==> src/rtl/scr_pkg.sv <==
// shared constants, cell state type and register indexes for the stepped cube root
package scr_pkg;

  localparam int IN_FRAC_BITS_DEF  = 16;
  localparam int IN_INT_BITS_DEF   = 24;
  localparam int OUT_FRAC_BITS_DEF = 24;

  localparam int ROOT_W      = 34;
  localparam int STEP_W      = 25;
  localparam int SEARCH_BITS = 42;
  localparam int TGT_W       = 3 * SEARCH_BITS;
  localparam int SQ_W        = 2 * SEARCH_BITS;
  localparam int REM_W       = 2 * SEARCH_BITS + 6;
  localparam int CNT_W       = $clog2(SEARCH_BITS + 1);
  localparam int CFG_IDX_W   = 3;

  localparam logic [CFG_IDX_W-1:0] REG_STEP_LARGE   = 3'd0;
  localparam logic [CFG_IDX_W-1:0] REG_STEP_BAND    = 3'd1;
  localparam logic [CFG_IDX_W-1:0] REG_STEP_SMALL   = 3'd2;
  localparam logic [CFG_IDX_W-1:0] REG_STEP_DEFAULT = 3'd3;

  localparam logic [STEP_W-1:0] STEP_LARGE_RST   = 25'd1678;
  localparam logic [STEP_W-1:0] STEP_BAND_RST    = 25'd168;
  localparam logic [STEP_W-1:0] STEP_SMALL_RST   = 25'd17;
  localparam logic [STEP_W-1:0] STEP_DEFAULT_RST = 25'd16777;

  localparam logic [63:0] TIER_LARGE_LO = 64'd10000;
  localparam logic [63:0] TIER_LARGE_HI = 64'd999999;
  localparam logic [63:0] TIER_BAND_LO  = 64'd329;
  localparam logic [63:0] TIER_BAND_HI  = 64'd349;
  localparam logic [63:0] TIER_SMALL_HI = 64'd9999;

  typedef struct packed {
    logic                   valid;
    logic [SEARCH_BITS-1:0] y;
    logic [SQ_W-1:0]        s;
    logic [REM_W-1:0]       rem;
  } cell_t;

endpackage

==> src/rtl/scr_cell.sv <==
// one root bit of the digit-by-digit cube root, registered toward the next cell
module scr_cell import scr_pkg::*; (
  input  logic        clk,
  input  logic        rst_n,
  input  logic [2:0]  tgt_bits,
  input  cell_t       cell_in,
  output cell_t       cell_out
);

  logic [REM_W-1:0] rem_sh;
  logic [REM_W-1:0] trial;
  logic             take;
  cell_t            cell_r;
  cell_t            cell_nxt;

  always_comb begin
    rem_sh = {cell_in.rem[REM_W-4:0], tgt_bits};
    // (2y+1)^3 - 8y^3 = 12y^2 + 6y + 1
    trial  = (REM_W'(cell_in.s) << 3) + (REM_W'(cell_in.s) << 2)
           + (REM_W'(cell_in.y) << 2) + (REM_W'(cell_in.y) << 1) + REM_W'(1);
    take   = (rem_sh >= trial);
    cell_nxt.valid = cell_in.valid;
    cell_nxt.y     = {cell_in.y[SEARCH_BITS-2:0], take};
    cell_nxt.s     = take ? ((cell_in.s << 2) + (SQ_W'(cell_in.y) << 2) + SQ_W'(1))
                          : (cell_in.s << 2);
    cell_nxt.rem   = take ? (rem_sh - trial) : rem_sh;
  end

  always_ff @(posedge clk) begin
    if (!rst_n) begin
      cell_r.valid <= 1'b0;
    end else begin
      cell_r.valid <= cell_nxt.valid;
    end
  end

  always_ff @(posedge clk) begin
    cell_r.y   <= cell_nxt.y;
    cell_r.s   <= cell_nxt.s;
    cell_r.rem <= cell_nxt.rem;
  end

  assign cell_out = cell_r;

endmodule

==> config.mk <==
export PLATFORM = sky130hd
export DESIGN_NAME = scr_cell
export DESIGN_NICKNAME = d
export VERILOG_FILES = /design/src/rtl/scr_pkg.sv /design/src/rtl/scr_cell.sv
export SDC_FILE = /design/constraint.sdc
export NUM_CORES = 1
export LEC_CHECK = 0
export BUFFER_PORTS_ARGS = -buffer_cell sky130_fd_sc_hd__buf_2
export CORE_ASPECT_RATIO = 1.5
export CORE_MARGIN = 3
export CORE_UTILIZATION = 38
export DETAILED_ROUTE_END_ITERATION = 12
export GPL_TIMING_DRIVEN = 0
export HOLD_SLACK_MARGIN = 0.02
export PLACE_DENSITY = 0.55
export SLEW_MARGIN = 40
export SYNTH_ARGS = -nofsm -noshare
export SYNTH_HDL_FRONTEND = slang
export SYNTH_SLANG_ARGS = --single-unit
==> constraint.sdc <==
create_clock -name clk -period 9 [get_ports clk]
set_input_delay 1.8 -clock clk [delete_from_list [all_inputs] [get_ports clk]]
set_output_delay 1.8 -clock clk [all_outputs]
set_load 0.05 [all_outputs]
==> metrics.md <==
| Metric | Value |
|---|---|
| Core Footprint | 0.05717 mm^2 |
| Port bufs | 434 |
| Layout cells sized above 1 | 19.27% |
| Final critical-path share of the clock period | 96.67% |
| Die area | 0.06119 mm^2 |
| Via-per-instance ratio | 5.428 |
| Fraction of registers with async set/reset | 0% |
| Worst hold path type | in -> reg |
| DRT Pass-1 Iters | 5 |
| Worst relative slew slack | 33.99% |
| Antenna violations before repair | 18 |
| Startpoint types | primary input |
| Slew Limit Fails | 0 |
| Synth-to-layout area growth | 20.67% |
| Crit Path Max Fanout | 10 |
| Comb pwr share | 71.4% |
| Num CTS Buffers | 26 |
| Post-synthesis sequential area ratio | 19.55% |
| DRT iter0 DRCs | 1161 |
| CTS tree | yes |
| Psw | 4.745 mW |
| Vias in the first global route | 22680 |
| Max reg flops | 216 |
| Final Setup Violations | 0 |
| Status | complete, no violations |
| Power Internal | 4.072 mW |
| Final nets | 3852 |
| Setup slack after layout | 299.4 ps |
| Clk root buf | clkbuf_16 |
| Syn nets | 3394 |
| Number of synthesized register bits | 216 |
| Fmax | 114.9 MHz |
| Min Clock Period, post-route | 8701 ps |
| Adder-cell share of the synthesized area | 24.67% |
| Synthesized-area fraction occupied by and/or/nand/nor cells | 16.63% |
| Number of non-filler instances in the completed layout | 4039 |
| H-tree levels | 1 |
| Kind of critical path | in -> reg |
| Post-synth top area share | 19.55% |
| Maximum number of pins on one net before global-route repair | 14 |
| Critical Path End Type | register |
| Register share of total power | 15.4% |
| FP Rows | 107 |
| Post-synthesis mux area share | 0% |
| Die X | 203.0 um |
| WL final | 84230 um |
| Fin util | 46.68% |
| Gate Count Post-Synth | 2787 |
| Cell Area, Synth | 0.02211 mm^2 |
| Hold Fails Final Rpt | 0 |
| Drt wl/cell | 20.85 um |
| Syn avg cell area | 7.935 um^2 |
| Slowest CP cell | fa_1 |
| Die Ht | 301.5 um |
| Hold Buf Count CTS | 0 |
| Global-route wire length before repair | 127400 um |
| Number of synthesized flops with an enable pin | 0 |
| Area contributors post-synth | dfxtp_1 20%, ha_1 17%, a21oi_1 8.0% |
| XOR/XNOR Fraction of Synth Area | 9.703% |
| Slowest Stage Delay on Critical Path | 540 ps |
| Synth unique cells | 81 |
| Clock network fraction of total power | 13.2% |
| Worst-case clock buffer depth | 3 |
| Cell Pwr Density | 330.4 mW/mm^2 |
| Post-route ant nets | 0 |
| GP Congestion | 0.9447 |
| Hold WS | 1338 ps |
| Max-cap viol count | 0 |
| Syn. warnings | 0 |
| GRT Overall Usage | 26.63% |
| Main synth FF type | dfxtp_1 |
| Post-Place Worst Slack | -1898 ps |
| IO Pins | 439 |
| RSZ-0062 raised after global routing | yes |
| Actual slew at the worst max-slew pin | 983.5 ps |
| Static Leak | 12.82 nW |
| Remaining Overflow, GRT | 0 |
| Cells after DPL | 3984 |
| DRC viols | 0 |
| Largest family of logic cells by synthesized area | adder cells |
| DP Wirelength | 70780 um |
| Via count | 21930 |
| Post-synth top area cell | dfxtp_1 |
| Maximum vdd drop | 185.9 uV |
| Critical path arrival | 9180 ps |
| WP data required | 9480 ps |
| Starting Density | 38.69% |
| Synth Area in Compound Gates | 23.18% |
| Clock sinks | 216 |
| Worst-path clk slew | 60 ps |
| Switching Share | 53.82% |
per-layer routing:
metal	global-route usage [%]	vias up	routed length, um
met5	0	-	48
met4	11.00	6	3479
met3	3.650	152	4373
met2	50.80	683	44340
met1	29.30	10330	32000
li1	-	10750	-
cell families (layout without fill, tap and decap cells):
group	count (synthesis)	count (layout)
xor+xnor	245	245
other cells	1	13
fa+ha+maj	385	385
buf+inv	328	805
simple gates	769	769
flops	216	216
compound gates	843	843
power by group through the flow:
| stage | Clock [mW] | Combinational, mW | Sequential [mW] |
|---|---|---|---|
| 2_1_floorplan | 0 | 3.51 | 2.32 |
| 3_3_place_gp | 0 | 6.08 | 1.38 |
| 3_5_place_dp | 0 | 6.07 | 1.37 |
| 4_1_cts | 1.19 | 6.20 | 1.36 |
| 5_1_grt | 1.22 | 6.83 | 1.38 |
| 6_report | 1.16 | 6.30 | 1.36 |
critical path: cells and delay by family:
| kind | cells | cell delay [ps] |
|---|---|---|
| simple gates | 4 | 750 |
| compound gates | 16 | 3430 |
| fa+ha+maj | 4 | 1800 |
| xor+xnor | 1 | 190 |
| buf+inv | 8 | 1170 |
synth_stat cells (34+ instances only):
| master | count |
|---|---|
| ha_1 | 300 |
| nor2_1 | 204 |
| clkbuf_1 | 60 |
| xor2_1 | 94 |
| nand2_1 | 241 |
| and3_1 | 34 |
| fa_1 | 85 |
| o21bai_1 | 49 |
| dfxtp_1 | 216 |
| o21ai_0 | 172 |
| nand3_1 | 53 |
| xnor2_1 | 151 |
| a21o_1 | 118 |
| nand4_1 | 72 |
| a21oi_1 | 353 |
| inv_1 | 225 |
through the flow:
| stage | TNS (ps) | total power [mW] | instance area (um^2) |
|---|---|---|---|
| 6_report | 0 | 8.817 | 26690 |
| 2_1_floorplan | 0 | 5.831 | 22120 |
| 3_5_place_dp | -271820 | 7.445 | 25260 |
| 3_3_place_gp | -273550 | 7.458 | 25240 |
| 4_1_cts | 0 | 8.758 | 26470 |
| 5_1_grt | -178.8 | 9.438 | 26680 |
layout by cell type, fill, tap and decap left out, types with 10 or more instances in the layout:
cell type	synthesis	layout
inv_1	225	225
buf_4	2	20
o21ai_0	172	168
fa_1	85	85
xnor2_1	151	151
nand3_1	53	53
buf_2	24	442
nand2_1	241	240
a21oi_1	353	329
nand2b_1	29	29
buf_6	10	12
ha_1	300	293
dfxtp_1	216	216
nor2b_1	21	21
a21o_1	118	118
and3_1	34	34
o21a_1	16	16
nor2_1	204	202
clkbuf_16	0	27
o31ai_1	17	14
clkbuf_1	60	41
o21bai_1	49	49
or3_1	12	10
and2_1	17	17
nor4_1	19	12
o211ai_1	12	12
a31oi_1	21	19
nand4_1	72	72
a21oi_2	0	21
diode_2	0	12
xor2_1	94	93
nor3_1	30	28
final cells by class:
cell class	instances	area [um^2]
Antenna cell	12	30.03
Clock buffer	34	762.0
Clock inverter	13	166.4
Sequential cell	216	4324
Timing Repair Buffer	445	2267
Inverter	225	844.6
Tap cell	763	954.7
Fill cell	5865	30480
Buffer	88	563.0
Multi-Input combinational cell	2243	16770
repair_timing:
action                     4_1_cts  5_1_grt
buffers inserted                 5        6
setup endpoints to repair      174      163
gates resized for setup         58       49
pin swaps                        6       11
cloned                           0        0
path summary, 6_finish.rpt:
kind	from	endpoint	slack (ps)	cells past startpoint
worst max-delay path	cell_in[96]	cell_out[47]$_DFF_P_	300	33
worst min-delay path	cell_in[200]	cell_out[201]$_DFF_P_	1340	1
Power figures use the tool's default switching activity.
