--- src/rtl/scr_pkg.sv ---
// shared constants, cell state type and register indexes for the stepped cube root
package scr_pkg;

  localparam int IN_FRAC_BITS_DEF  = 16;
  localparam int IN_INT_BITS_DEF   = 24;
  localparam int OUT_FRAC_BITS_DEF = 24;

  localparam int ROOT_W      = 34;
  localparam int STEP_W      = 25;
  localparam int SEARCH_BITS = 42;
  localparam int TGT_W       = 3 * SEARCH_BITS;
  localparam int SQ_W        = 2 * SEARCH_BITS;
  localparam int REM_W       = 2 * SEARCH_BITS + 6;
  localparam int CNT_W       = $clog2(SEARCH_BITS + 1);
  localparam int CFG_IDX_W   = 3;

  localparam logic [CFG_IDX_W-1:0] REG_STEP_LARGE   = 3'd0;
  localparam logic [CFG_IDX_W-1:0] REG_STEP_BAND    = 3'd1;
  localparam logic [CFG_IDX_W-1:0] REG_STEP_SMALL   = 3'd2;
  localparam logic [CFG_IDX_W-1:0] REG_STEP_DEFAULT = 3'd3;

  localparam logic [STEP_W-1:0] STEP_LARGE_RST   = 25'd1678;
  localparam logic [STEP_W-1:0] STEP_BAND_RST    = 25'd168;
  localparam logic [STEP_W-1:0] STEP_SMALL_RST   = 25'd17;
  localparam logic [STEP_W-1:0] STEP_DEFAULT_RST = 25'd16777;

  localparam logic [63:0] TIER_LARGE_LO = 64'd10000;
  localparam logic [63:0] TIER_LARGE_HI = 64'd999999;
  localparam logic [63:0] TIER_BAND_LO  = 64'd329;
  localparam logic [63:0] TIER_BAND_HI  = 64'd349;
  localparam logic [63:0] TIER_SMALL_HI = 64'd9999;

  typedef struct packed {
    logic                   valid;
    logic [SEARCH_BITS-1:0] y;
    logic [SQ_W-1:0]        s;
    logic [REM_W-1:0]       rem;
  } cell_t;

endpackage

--- src/rtl/scr_div.sv ---
// bit-serial restoring remainder of the root by the grid step
module scr_div import scr_pkg::*; (
  input  logic                   clk,
  input  logic                   rst_n,
  input  logic                   start,
  input  logic [SEARCH_BITS-1:0] dividend,
  input  logic [STEP_W-1:0]      divisor,
  output logic                   done,
  output logic [STEP_W-1:0]      rem
);

  logic [SEARCH_BITS-1:0] dq_r;
  logic [STEP_W-1:0]      d_r;
  logic [STEP_W-1:0]      r_r;
  logic [CNT_W-1:0]       cnt_r;
  logic                   run_r;
  logic                   done_r;
  logic [STEP_W:0]        r_sh;
  logic [STEP_W-1:0]      r_nxt;

  always_comb begin
    r_sh  = {r_r, dq_r[SEARCH_BITS-1]};
    r_nxt = (r_sh >= {1'b0, d_r}) ? STEP_W'(r_sh - {1'b0, d_r}) : STEP_W'(r_sh);
  end

  always_ff @(posedge clk) begin
    if (!rst_n) begin
      run_r  <= 1'b0;
      done_r <= 1'b0;
      cnt_r  <= '0;
    end else begin
      done_r <= 1'b0;
      if (start) begin
        run_r <= 1'b1;
        cnt_r <= CNT_W'(SEARCH_BITS);
      end else if (run_r) begin
        cnt_r <= cnt_r - CNT_W'(1);
        if (cnt_r == CNT_W'(1)) begin
          run_r  <= 1'b0;
          done_r <= 1'b1;
        end
      end
    end
  end

  always_ff @(posedge clk) begin
    if (start) begin
      dq_r <= dividend;
      d_r  <= divisor;
      r_r  <= '0;
    end else if (run_r) begin
      dq_r <= dq_r << 1;
      r_r  <= r_nxt;
    end
  end

  assign done = done_r;
  assign rem  = r_r;

endmodule

--- config.mk ---
export PLATFORM = sky130hd
export DESIGN_NAME = scr_div
export DESIGN_NICKNAME = d
export VERILOG_FILES = /design/src/rtl/scr_pkg.sv /design/src/rtl/scr_div.sv
export SDC_FILE = /design/constraint.sdc
export NUM_CORES = 1
export LEC_CHECK = 0
export BUFFER_PORTS_ARGS = -buffer_cell sky130_fd_sc_hd__buf_4
export CORE_MARGIN = 3
export CORE_UTILIZATION = 45
export CTS_BUF_LIST = sky130_fd_sc_hd__clkbuf_8
export CTS_CLUSTER_DIAMETER = 150
export DETAILED_ROUTE_END_ITERATION = 10
export PLACE_DENSITY = 0.7
export SLEW_MARGIN = 20
export SYNTH_ARGS = -nofsm -noshare
export SYNTH_HDL_FRONTEND = slang
export SYNTH_SLANG_ARGS = --single-unit
export TNS_END_PERCENT = 5
--- constraint.sdc ---
create_clock -name clk -period 3.1 [get_ports clk]
set_input_delay 0.155 -clock clk [delete_from_list [all_inputs] [get_ports clk]]
set_output_delay 0.155 -clock clk [all_outputs]
set_load 0.02 [all_outputs]
==> impl.org, run 1 <==
** STA
- Setup WS post-layout :: 0.1717 ns
- The number of pins exceeding their max-slew limit in the final report is 0.
- At the pin with the least slew margin, the transition time is roughly 0.58 ns.
- RSZ-0062 raised after global routing :: no
- Post-route minimum period :: between 2 and 3 ns
- Based on the critical path, the design can be clocked at up to 0.3415 GHz.
- Worst Skew :: 0.01703 ns
- Hold is met by 0.05828 ns.
- The number of endpoints with negative hold slack in the final report came to 0.
- Setup violations remaining at the end of the flow were counted as 0.
- After routing, the total negative slack on setup checks comes to 0 ns.
- Slew Limit Headroom :: approximately 61%
- Final worst path period share :: between 90% and 100%

** Setup path
- The largest individual stage delay along the critical path comes from the cell sky130_fd_sc_hd__or4_4.
- CP startpoint kind :: flop
- The worst register-to-register path ends at rem[15]$_SDFFE_PP0P_.
- At the worst endpoint, the arrival time is 3.21 ns.
- Counting both buffers and inverters, the worst setup path holds a total of 4.
- STA puts the critical path data required time at 3.39 ns.
- Highest net fanout along the worst path :: 10
- Traced cell by cell, the critical path runs through inv_1 > ha_1 > inv_1 > fa_2 > a21o_1 > a21o_1 > a21boi_2 > o211a_4 > o21ai_4 > a311oi_4 > buf_4 > clkbuf_16 > or4_4 > a311oi_2.
- By startpoint and endpoint, the worst setup path is classified as reg2reg.
- Critical path's top delay family :: compound AO/OA/AOI/OAI gates
- Worst R2R Setup Slack :: 0.17 ns
- Origin of the critical flop-to-flop path :: dq_r[41]$_DFFE_PP_
- STA classifies the critical path endpoint as a flop.
- Count of cells along the worst register-to-register path :: 14
- In this design, the stage delay of the slowest critical-path cell is approximately 0.48 ns.

** Final layout
- Cells fill ~60% of the core in the end.
- The area growth from synthesis to layout is 26.78%.
- The layout has around 1,000 filler cells.
- Fraction of final layout cells sized beyond drive strength 1 :: between 20 and 30%
- The repair_antennas step left the layout with diodes totalling 0.
- In the final design database the tool counted 740 nets.
- Excluding fillers, the count of instances in the completed layout stands at 790.

** Hold path
- The worst hold path was traced through 2 stages.
- The startpoint identified for the worst hold timing path is dividend[0].
- Worst min path class :: in2reg
- Worst min-delay path endpoint :: dq_r[0]$_SDFFCE_PN0P_

** Logic synthesis
- The number of different library cells used by synthesis comes to 57.
- Summing the sequential cell areas from Yosys gives 49.02% of the chip area.
- The number of nets handed over by synthesis was about 610.
- Synth top area share :: 36.91%
- In this run, synthesis inferred 67 flip-flops with an integrated enable.
- Fraction of registers with async set or reset after synthesis :: 0%
- Among all cell types in the netlist, the one instantiated most often is sky130_fd_sc_hd__edfxtp_1.
- In this run, synthesis produced a sequential element count of 100.
- Summing every instance area after synthesis gives 0.005451 sq mm.
- A synthesized cell averages 10.71 sq um.
- Synthesis produced a netlist whose cell count is between 500 and 600.
- Cell type with the highest aggregate area in the netlist :: sky130_fd_sc_hd__edfxtp_1
- Yosys printed 0 warnings.
- Yosys attributes the largest share of cell area to sky130_fd_sc_hd__edfxtp_1 (37%), sky130_fd_sc_hd__dfxtp_1 (12%), sky130_fd_sc_hd__mux2_2 (8.5%).
- Leading cell types by count after synthesis :: sky130_fd_sc_hd__edfxtp_1 (67), sky130_fd_sc_hd__nor2_1 (60), sky130_fd_sc_hd__mux2_2 (41)
- Among all flip-flop cells after synthesis, the most frequent one is sky130_fd_sc_hd__edfxtp_1.

** Global routing
- Largest net degree at the start of global routing :: 43
- Global routing used 18.09% of the available tracks.
- Layer with the highest usage :: met2
- Initial antenna violation count :: 0
- Met1 track demand over resource :: 22.36%
- Met2 Use GR :: 29.92%
- Global routing finished with a remaining overflow of 0.
- First-pass GRT wire length :: roughly 19 mm
- For met3 alone, demand over resource in global routing was approximately 6.6%.
- The number of global-route vias before repair is about 4,200.

** Placed design
- Worst Setup Slack post-DPL :: ~0.0020 ns
- Buffers placed on the I/O ports in this run total 95.
- Total instance count after detailed placement :: approximately 740
- The congestion estimate from routability-driven global placement came to 0.8571.
- Detailed placement finished with a half-perimeter wire length of approximately 8.4 mm.

** Routing
- For this run, the detailed router's first-pass iteration total came to 6.
- Overall routed net length :: approximately 12 mm
- The routed layout has 4,245 vias.
- Dividing the detail-routed wire length by the instance count gives roughly 15 um.
- In the routed design, unresolved DRC markers number 0.
- The first routing iteration left 270 violations.
- In the routed layout, each cell is associated on average with a via count of ~5.4.
- In this run the remaining antenna-violating nets after routing total 0.

** CTS
- Clock tree buffer depth :: 2
- Clock root cell :: sky130_fd_sc_hd__clkbuf_8
- Clock network latency to the later pin of the worst-skew pair :: 0.38 ns
- Number of H-tree levels :: 3
- The clock drives 100 sinks.
- TritonCTS clock tree :: done
- TritonCTS created 9 clock buffers.
- After clock tree synthesis, the clock-pin slew on the worst setup and hold paths is 0.10 ns.

** Power
- Power per Cell Area :: 487.6 mW/mm^2
- For this design the static power due to leakage is around 2.9 nW.
- Largest vdd supply drop :: around 0.23 mV

** Job
- Across the run, the number of max-cap violations was 0.

** Floorplan
- Initial core utilization :: 46.94%
- The die is 116.1 um tall.
- The floorplan step defined a die boundary enclosing approximately 0.013 sq mm.
- The die is between 100 and 150 um wide.
- Standard-cell row count :: 39
- 96 I/O pins were placed.
- Core box area :: between 0.01 and 0.015 sq mm

** Run status
- Status :: finished clean
-- per-stage QoR --
stage | cell area, sq um | power, W
final | 6912 | 0.003370
after global routing | 6912 | 0.003573
after CTS | 6784 | 0.003336
after detailed placement | 6332 | 0.002507
after global placement | 6332 | 0.002482
after floorplan | 5451 | 0.002253
-- worst max path at each step --
stage | startpoint | slack (ns) | cells past startpoint | end
floorplan | dq_r[41]$_DFFE_PP_ | 0.23 | 13 | rem[15]$_SDFFE_PP0P_
global placement | dq_r[41]$_DFFE_PP_ | 0.14 | 14 | rem[7]$_SDFFE_PP0P_
detailed placement | dq_r[41]$_DFFE_PP_ | 0.002 | 14 | rem[7]$_SDFFE_PP0P_
CTS | dq_r[41]$_DFFE_PP_ | 0.01 | 14 | rem[7]$_SDFFE_PP0P_
global route | dq_r[41]$_DFFE_PP_ | 0.002 | 16 | rem[0]$_SDFFE_PP0P_
finish | dq_r[41]$_DFFE_PP_ | 0.17 | 14 | rem[15]$_SDFFE_PP0P_
-- routing by layer --
metal / vias to the layer above / part of all wire [%] / wire [um]
li1: 2119 / - / -
met1: 1988 / 43 / 5153
met2: 128 / 49 / 5938
met3: 10 / 7.1 / 858
met4: 0 / 0.99 / 120
met5: - / 0 / 0
-- worst reg2reg max path: stages (launching register included) --
cell                        delay, ns
sky130_fd_sc_hd__edfxtp_1        0.37
sky130_fd_sc_hd__inv_1           0.05
sky130_fd_sc_hd__ha_1            0.19
sky130_fd_sc_hd__inv_1           0.07
sky130_fd_sc_hd__fa_2            0.21
sky130_fd_sc_hd__a21o_1          0.12
sky130_fd_sc_hd__a21o_1          0.15
sky130_fd_sc_hd__a21boi_2        0.08
sky130_fd_sc_hd__o211a_4         0.28
sky130_fd_sc_hd__o21ai_4         0.17
sky130_fd_sc_hd__a311oi_4        0.11
sky130_fd_sc_hd__buf_4           0.16
sky130_fd_sc_hd__clkbuf_16       0.16
sky130_fd_sc_hd__or4_4           0.48
sky130_fd_sc_hd__a311oi_2        0.23
-- registers in the layout, summed over array words and instances (netlist names) --
name and flops:
cnt_r 6, d_r 25, done 1, dq_r 42
rem 25, run_r 1
-- where the power goes --
group | leakage (nW) | switching, W | internal, W
sequential | 0.939 | 0.0000701 | 0.00156
clock | 0.0947 | 0.000475 | 0.000320
combinational | 1.89 | 0.000479 | 0.000465
total | 2.92 | 0.00102 | 0.00235
-- what timing repair did --
item,4_1_cts,5_1_grt
hold buffers,26,0
gates cloned,0,2
gates resized for setup,2,6
pin swaps,0,5
hold endpoints to repair,27,0
setup endpoints to repair,1,25
buffers inserted,0,7
-- cell usage in the layout (no fill, tap or decap), types with 5 or more instances in the layout --
cell                            count
sky130_fd_sc_hd__buf_4            110
sky130_fd_sc_hd__o21ai_0            7
sky130_fd_sc_hd__a211oi_1          18
sky130_fd_sc_hd__clkbuf_8          10
sky130_fd_sc_hd__mux2_2            41
sky130_fd_sc_hd__o21a_1             5
sky130_fd_sc_hd__a21oi_1           40
sky130_fd_sc_hd__xnor2_1           11
sky130_fd_sc_hd__nand2b_1          11
sky130_fd_sc_hd__dfxtp_1           33
sky130_fd_sc_hd__ha_1              27
sky130_fd_sc_hd__o21ai_1            8
sky130_fd_sc_hd__nor2_1            60
sky130_fd_sc_hd__nand4_1            6
sky130_fd_sc_hd__nor3_1             6
sky130_fd_sc_hd__mux2i_1            5
sky130_fd_sc_hd__dlygate4sd3_1     26
sky130_fd_sc_hd__inv_1             39
sky130_fd_sc_hd__edfxtp_1          67
sky130_fd_sc_hd__a21o_1            14
sky130_fd_sc_hd__xor2_1            11
sky130_fd_sc_hd__nand2_1           22
-- cell type report --
class	instances	area [sq um]	share of cell area, %
Clock buffer	10	137.6	1.991
Clock inverter	6	46.29	0.6698
Inverter	38	142.6	2.064
Multi-Input combinational cell	352	2556	36.98
Sequential cell	100	2673	38.67
Tap cell	143	178.9	2.589
Timing Repair Buffer	141	1177	17.03
-- logic make-up (layout without fill, tap and decap cells) --
logic type,count (synthesis),count (layout),synth area share [%]
fa+ha+maj,28,28,6.564
simple gates,130,130,11.15
buf+inv,57,195,4.338
compound gates,126,126,16.00
flops,100,100,49.02
xor+xnor,22,22,3.534
mux,46,46,9.387
No activity file was read; power rests on OpenSTA's default activity.
==> inputs of run 2 (changes only) <==
Settings changed: CORE_UTILIZATION 45 to 40, CTS_BUF_LIST sky130_fd_sc_hd__clkbuf_8 to sky130_fd_sc_hd__clkbuf_16, PLACE_DENSITY 0.7 to 0.64.
==> run 2 against run 1 <==
Non-clock buffer count down 9. Setup slack worse by 0.034 ns. Register-to-register slack got worse by 0.03 ns. Largest cell class unchanged. Via count shrank 1.8%. Clock power grew 35%. First-iteration DRC count decreased by 53%.
==> impl.org, run 2 (synthesis results as in run 1) <==
** Run status
- Status :: finished clean

** Floorplan
- 96 I/O pins were placed.
- Standard-cell row count :: 42
- Initial core utilization :: slightly above 40%
- Die footprint :: 0.01507 sq mm
- DIE WIDTH :: between 100 and 150 um
- Die extent in y :: about 120 um
- The floorplan step defined a core boundary enclosing around 0.013 sq mm.

** Power
- In this run switching power makes up approximately 30% of total power.
- Power share of the combinational group :: between 20% and 30%
- For this design the ratio of total power to cell area is between 500 and 600 mW/mm^2.
- Per report_power, the clock group accounts for ~30% of the total.
- The internal portion of the total power is 0.002555 W.
- Reported leakage power :: around 2.9 nW
- Largest vdd supply drop :: 0.3387 mV
- Summed over all nets, the switching power comes to 0.001062 W.
- Share of power burned in registers :: 45.0%

** Placed design
- Total instance count after detailed placement :: just under 800
- Routability-driven placement finished with a final weighted congestion of about 0.88.
- Placement-stage cell area :: 0.006376 sq mm
- In this run the tool buffered the top-level ports with 95 buffer cells.
- After legalization and detailed placement, the total HPWL measured approximately 8.3 mm.

** Final layout
- Leaving out fill and tap cells, the most frequent cells in the layout are sky130_fd_sc_hd__buf_4 (102), sky130_fd_sc_hd__edfxtp_1 (67), sky130_fd_sc_hd__nor2_1 (60).
- Max reg flops :: 42
- At the end of the flow, the number of nets in the layout was 731.
- Relative to the synthesized area, the layout overhead comes to 28.02%.
- Of the cells placed in the final design, the portion with a size suffix greater than 1 is 27.27%.
- Fill cell total of the finished layout :: around 1,200
- The library cell used most frequently in the layout, excluding fill and tap cells, is sky130_fd_sc_hd__buf_4.
- Post-layout instance area :: 0.006979 sq mm
- Top register by number of flip-flops :: dq_r
- The finished layout holds 814 standard cells, fillers aside.
- 0 antenna diodes ended up in the layout.
- Post-layout utilization of the core :: between 50% and 60%

** Setup path
- WP buf/inv :: 4
- Walking the worst path, the cells encountered are inv_1 > ha_1 > inv_1 > fa_2 > a21o_1 > a21o_1 > a21boi_2 > o211a_4 > o21ai_4 > a311oi_4 > buf_6 > clkbuf_16 > or4_1 > a311oi_2.
- Highest net fanout along the worst path :: 21
- The worst setup path is of the reg2reg kind.
- Worst Path Required :: between 3 and 4 ns
- CP startpoint kind :: flop
- The kind of cell with the highest combined delay along the critical path is compound AO/OA/AOI/OAI gates.
- Stage delay of the slowest cell on the critical path :: a little under 0.5 ns
- Data arrival, critical path :: ~3.2 ns
- The slowest stage of the critical path is the sky130_fd_sc_hd__or4_1 cell.
- Critical Path Sink Type :: flop

** Routing
- Post-DR vias/cell :: just over 5
- After detailed routing, the average wire length per cell comes to around 15 um.
- Wires add up to 12.12 mm.
- Via count :: ~4,200
- Count of TritonRoute iterations in the first routing pass :: 4
- In the routed design, unresolved DRC markers number 0.
- First DRT Iteration DRCs :: 126
- In this run the remaining antenna-violating nets after routing total 0.

** STA
- Post-route minimum period :: 2.962 ns
- For the final routed database, the setup TNS stands at 0 ns.
- For the pin with the worst max-slew slack, the measured transition is about 0.69 ns.
- The number of endpoints with negative hold slack in the final report came to 0.
- The number of pins exceeding their max-slew limit in the final report is 0.
- Count of endpoints failing setup in the final report :: 0
- Final worst path period share :: between 90% and 100%
- Timing-limited maximum frequency :: between 0.3 and 0.4 GHz
- Setup repair after global routing left no endpoint under its margin.
- Slew Limit Headroom :: a little over half
- Worst Skew :: just under 0.01 ns
- Across all hold checks on the routed design, the worst slack comes to between 0.03 and 0.04 ns.

** CTS
- Clock tree buffer depth :: 2
- TritonCTS built the clock tree.
- Number of H-tree levels :: 3
- Clock network latency to the later pin of the worst-skew pair :: ~0.36 ns
- Clock-pin slew of the registers on the worst-case setup and hold paths :: ~0.070 ns
- Inserted Clock Buffers :: 9
- Clock root cell :: sky130_fd_sc_hd__clkbuf_16
- Counting every sink on the clock net gives 100.

** Global routing
- Global routing finished with a remaining overflow of 0.
- The number of antenna violations at the first check in global routing is 0.
- Largest net degree at the start of global routing :: between 90 and 100
- Global routing used about 16% of the available tracks.
- The number of global-route vias before repair came to around 4,200.
- The first global-routing pass estimated approximately 19 mm of wire.

** Hold path
- Worst min path class :: in2reg

** Job
- The tool flagged a number of max-cap violations equal to 0.
==> run 2: cell count changes in the layout (fill, tap and decap cells not counted) <==
cell and delta:
sky130_fd_sc_hd__or4_4 -1, sky130_fd_sc_hd__buf_8 -2, sky130_fd_sc_hd__clkinv_1 +1, sky130_fd_sc_hd__clkinv_4 -1, sky130_fd_sc_hd__buf_12 +2, sky130_fd_sc_hd__or4_1 +1, sky130_fd_sc_hd__buf_4 -8, sky130_fd_sc_hd__clkinvlp_4 -1
sky130_fd_sc_hd__clkbuf_8 -10, sky130_fd_sc_hd__clkbuf_16 +9, sky130_fd_sc_hd__dlygate4sd3_1 -1, sky130_fd_sc_hd__inv_6 +1, sky130_fd_sc_hd__clkinv_2 +2, sky130_fd_sc_hd__inv_1 -1
==> run 2: metrics by stage <==
step / setup WS [ns] / power [W]
after global placement: 0.1480 / 0.002491
after detailed placement: 0.06022 / 0.002510
after global routing: 0.0004219 / 0.003817
after CTS: 0.02337 / 0.003618
final: 0.1378 / 0.003617
after floorplan: 0.2265 / 0.002253
==> run 2: power by group through the flow <==
stage / Sequential (W) / Clock [W] / Combinational (W)
after floorplan: 0.00167 / 0 / 0.000580
after global routing: 0.00164 / 0.00115 / 0.00102
after global placement: 0.00166 / 0 / 0.000834
after CTS: 0.00163 / 0.00111 / 0.000879
final: 0.00163 / 0.00107 / 0.000923
after detailed placement: 0.00166 / 0 / 0.000851
==> run 2: worst paths after layout <==
path                         from                     to  slack, ns  cells past startpoint
max reg2reg    dq_r[41]$_DFFE_PP_   rem[15]$_SDFFE_PP0P_       0.14                     14
min reg2reg  rem[13]$_SDFFE_PP0P_   rem[13]$_SDFFE_PP0P_       0.50                      2
min                         rst_n  cnt_r[3]$_SDFFE_PN0P_       0.04                      2
max            dq_r[41]$_DFFE_PP_   rem[15]$_SDFFE_PP0P_       0.14                     14
==> run 2: final cells by class <==
type	count	area, sq um	share of cell area [%]
repair buffers	132	1117	16.01
clock inverters	7	48.80	0.6992
inverters	38	142.6	2.044
multi-input cells	352	2552	36.57
well taps	176	220.2	3.155
flip-flops and latches	100	2673	38.29
clock buffers	9	225.2	3.227
==> run 2: layer usage <==
metal | vias up | global-route usage [%] | share of wire [%]
li1 | 2108 | - | -
met1 | 1948 | 19.78 | 44
met2 | 98 | 26.58 | 47
met3 | 13 | 7.143 | 7.7
met4 | 0 | 4.969 | 1.2
met5 | - | 0 | 0
==> run 2: timing repair <==
| action | CTS | global route |
|---|---|---|
| endpoints found under the hold margin | 25 | 0 |
| resized for setup | 0 | 3 |
| setup endpoints to repair | 0 | 25 |
| setup buffers | 0 | 2 |
| hold buffers | 25 | 0 |
==> run 2: worst reg2reg max path: cells and delay by family, from the launching register on <==
family | cells | cell delay, ns
AO/OA/AOI/OAI | 7 | 1.16
AND/OR/NAND/NOR | 1 | 0.49
buffers and inverters | 4 | 0.46
adder cells (fa/ha/maj) | 2 | 0.41
flip-flops | 1 | 0.35
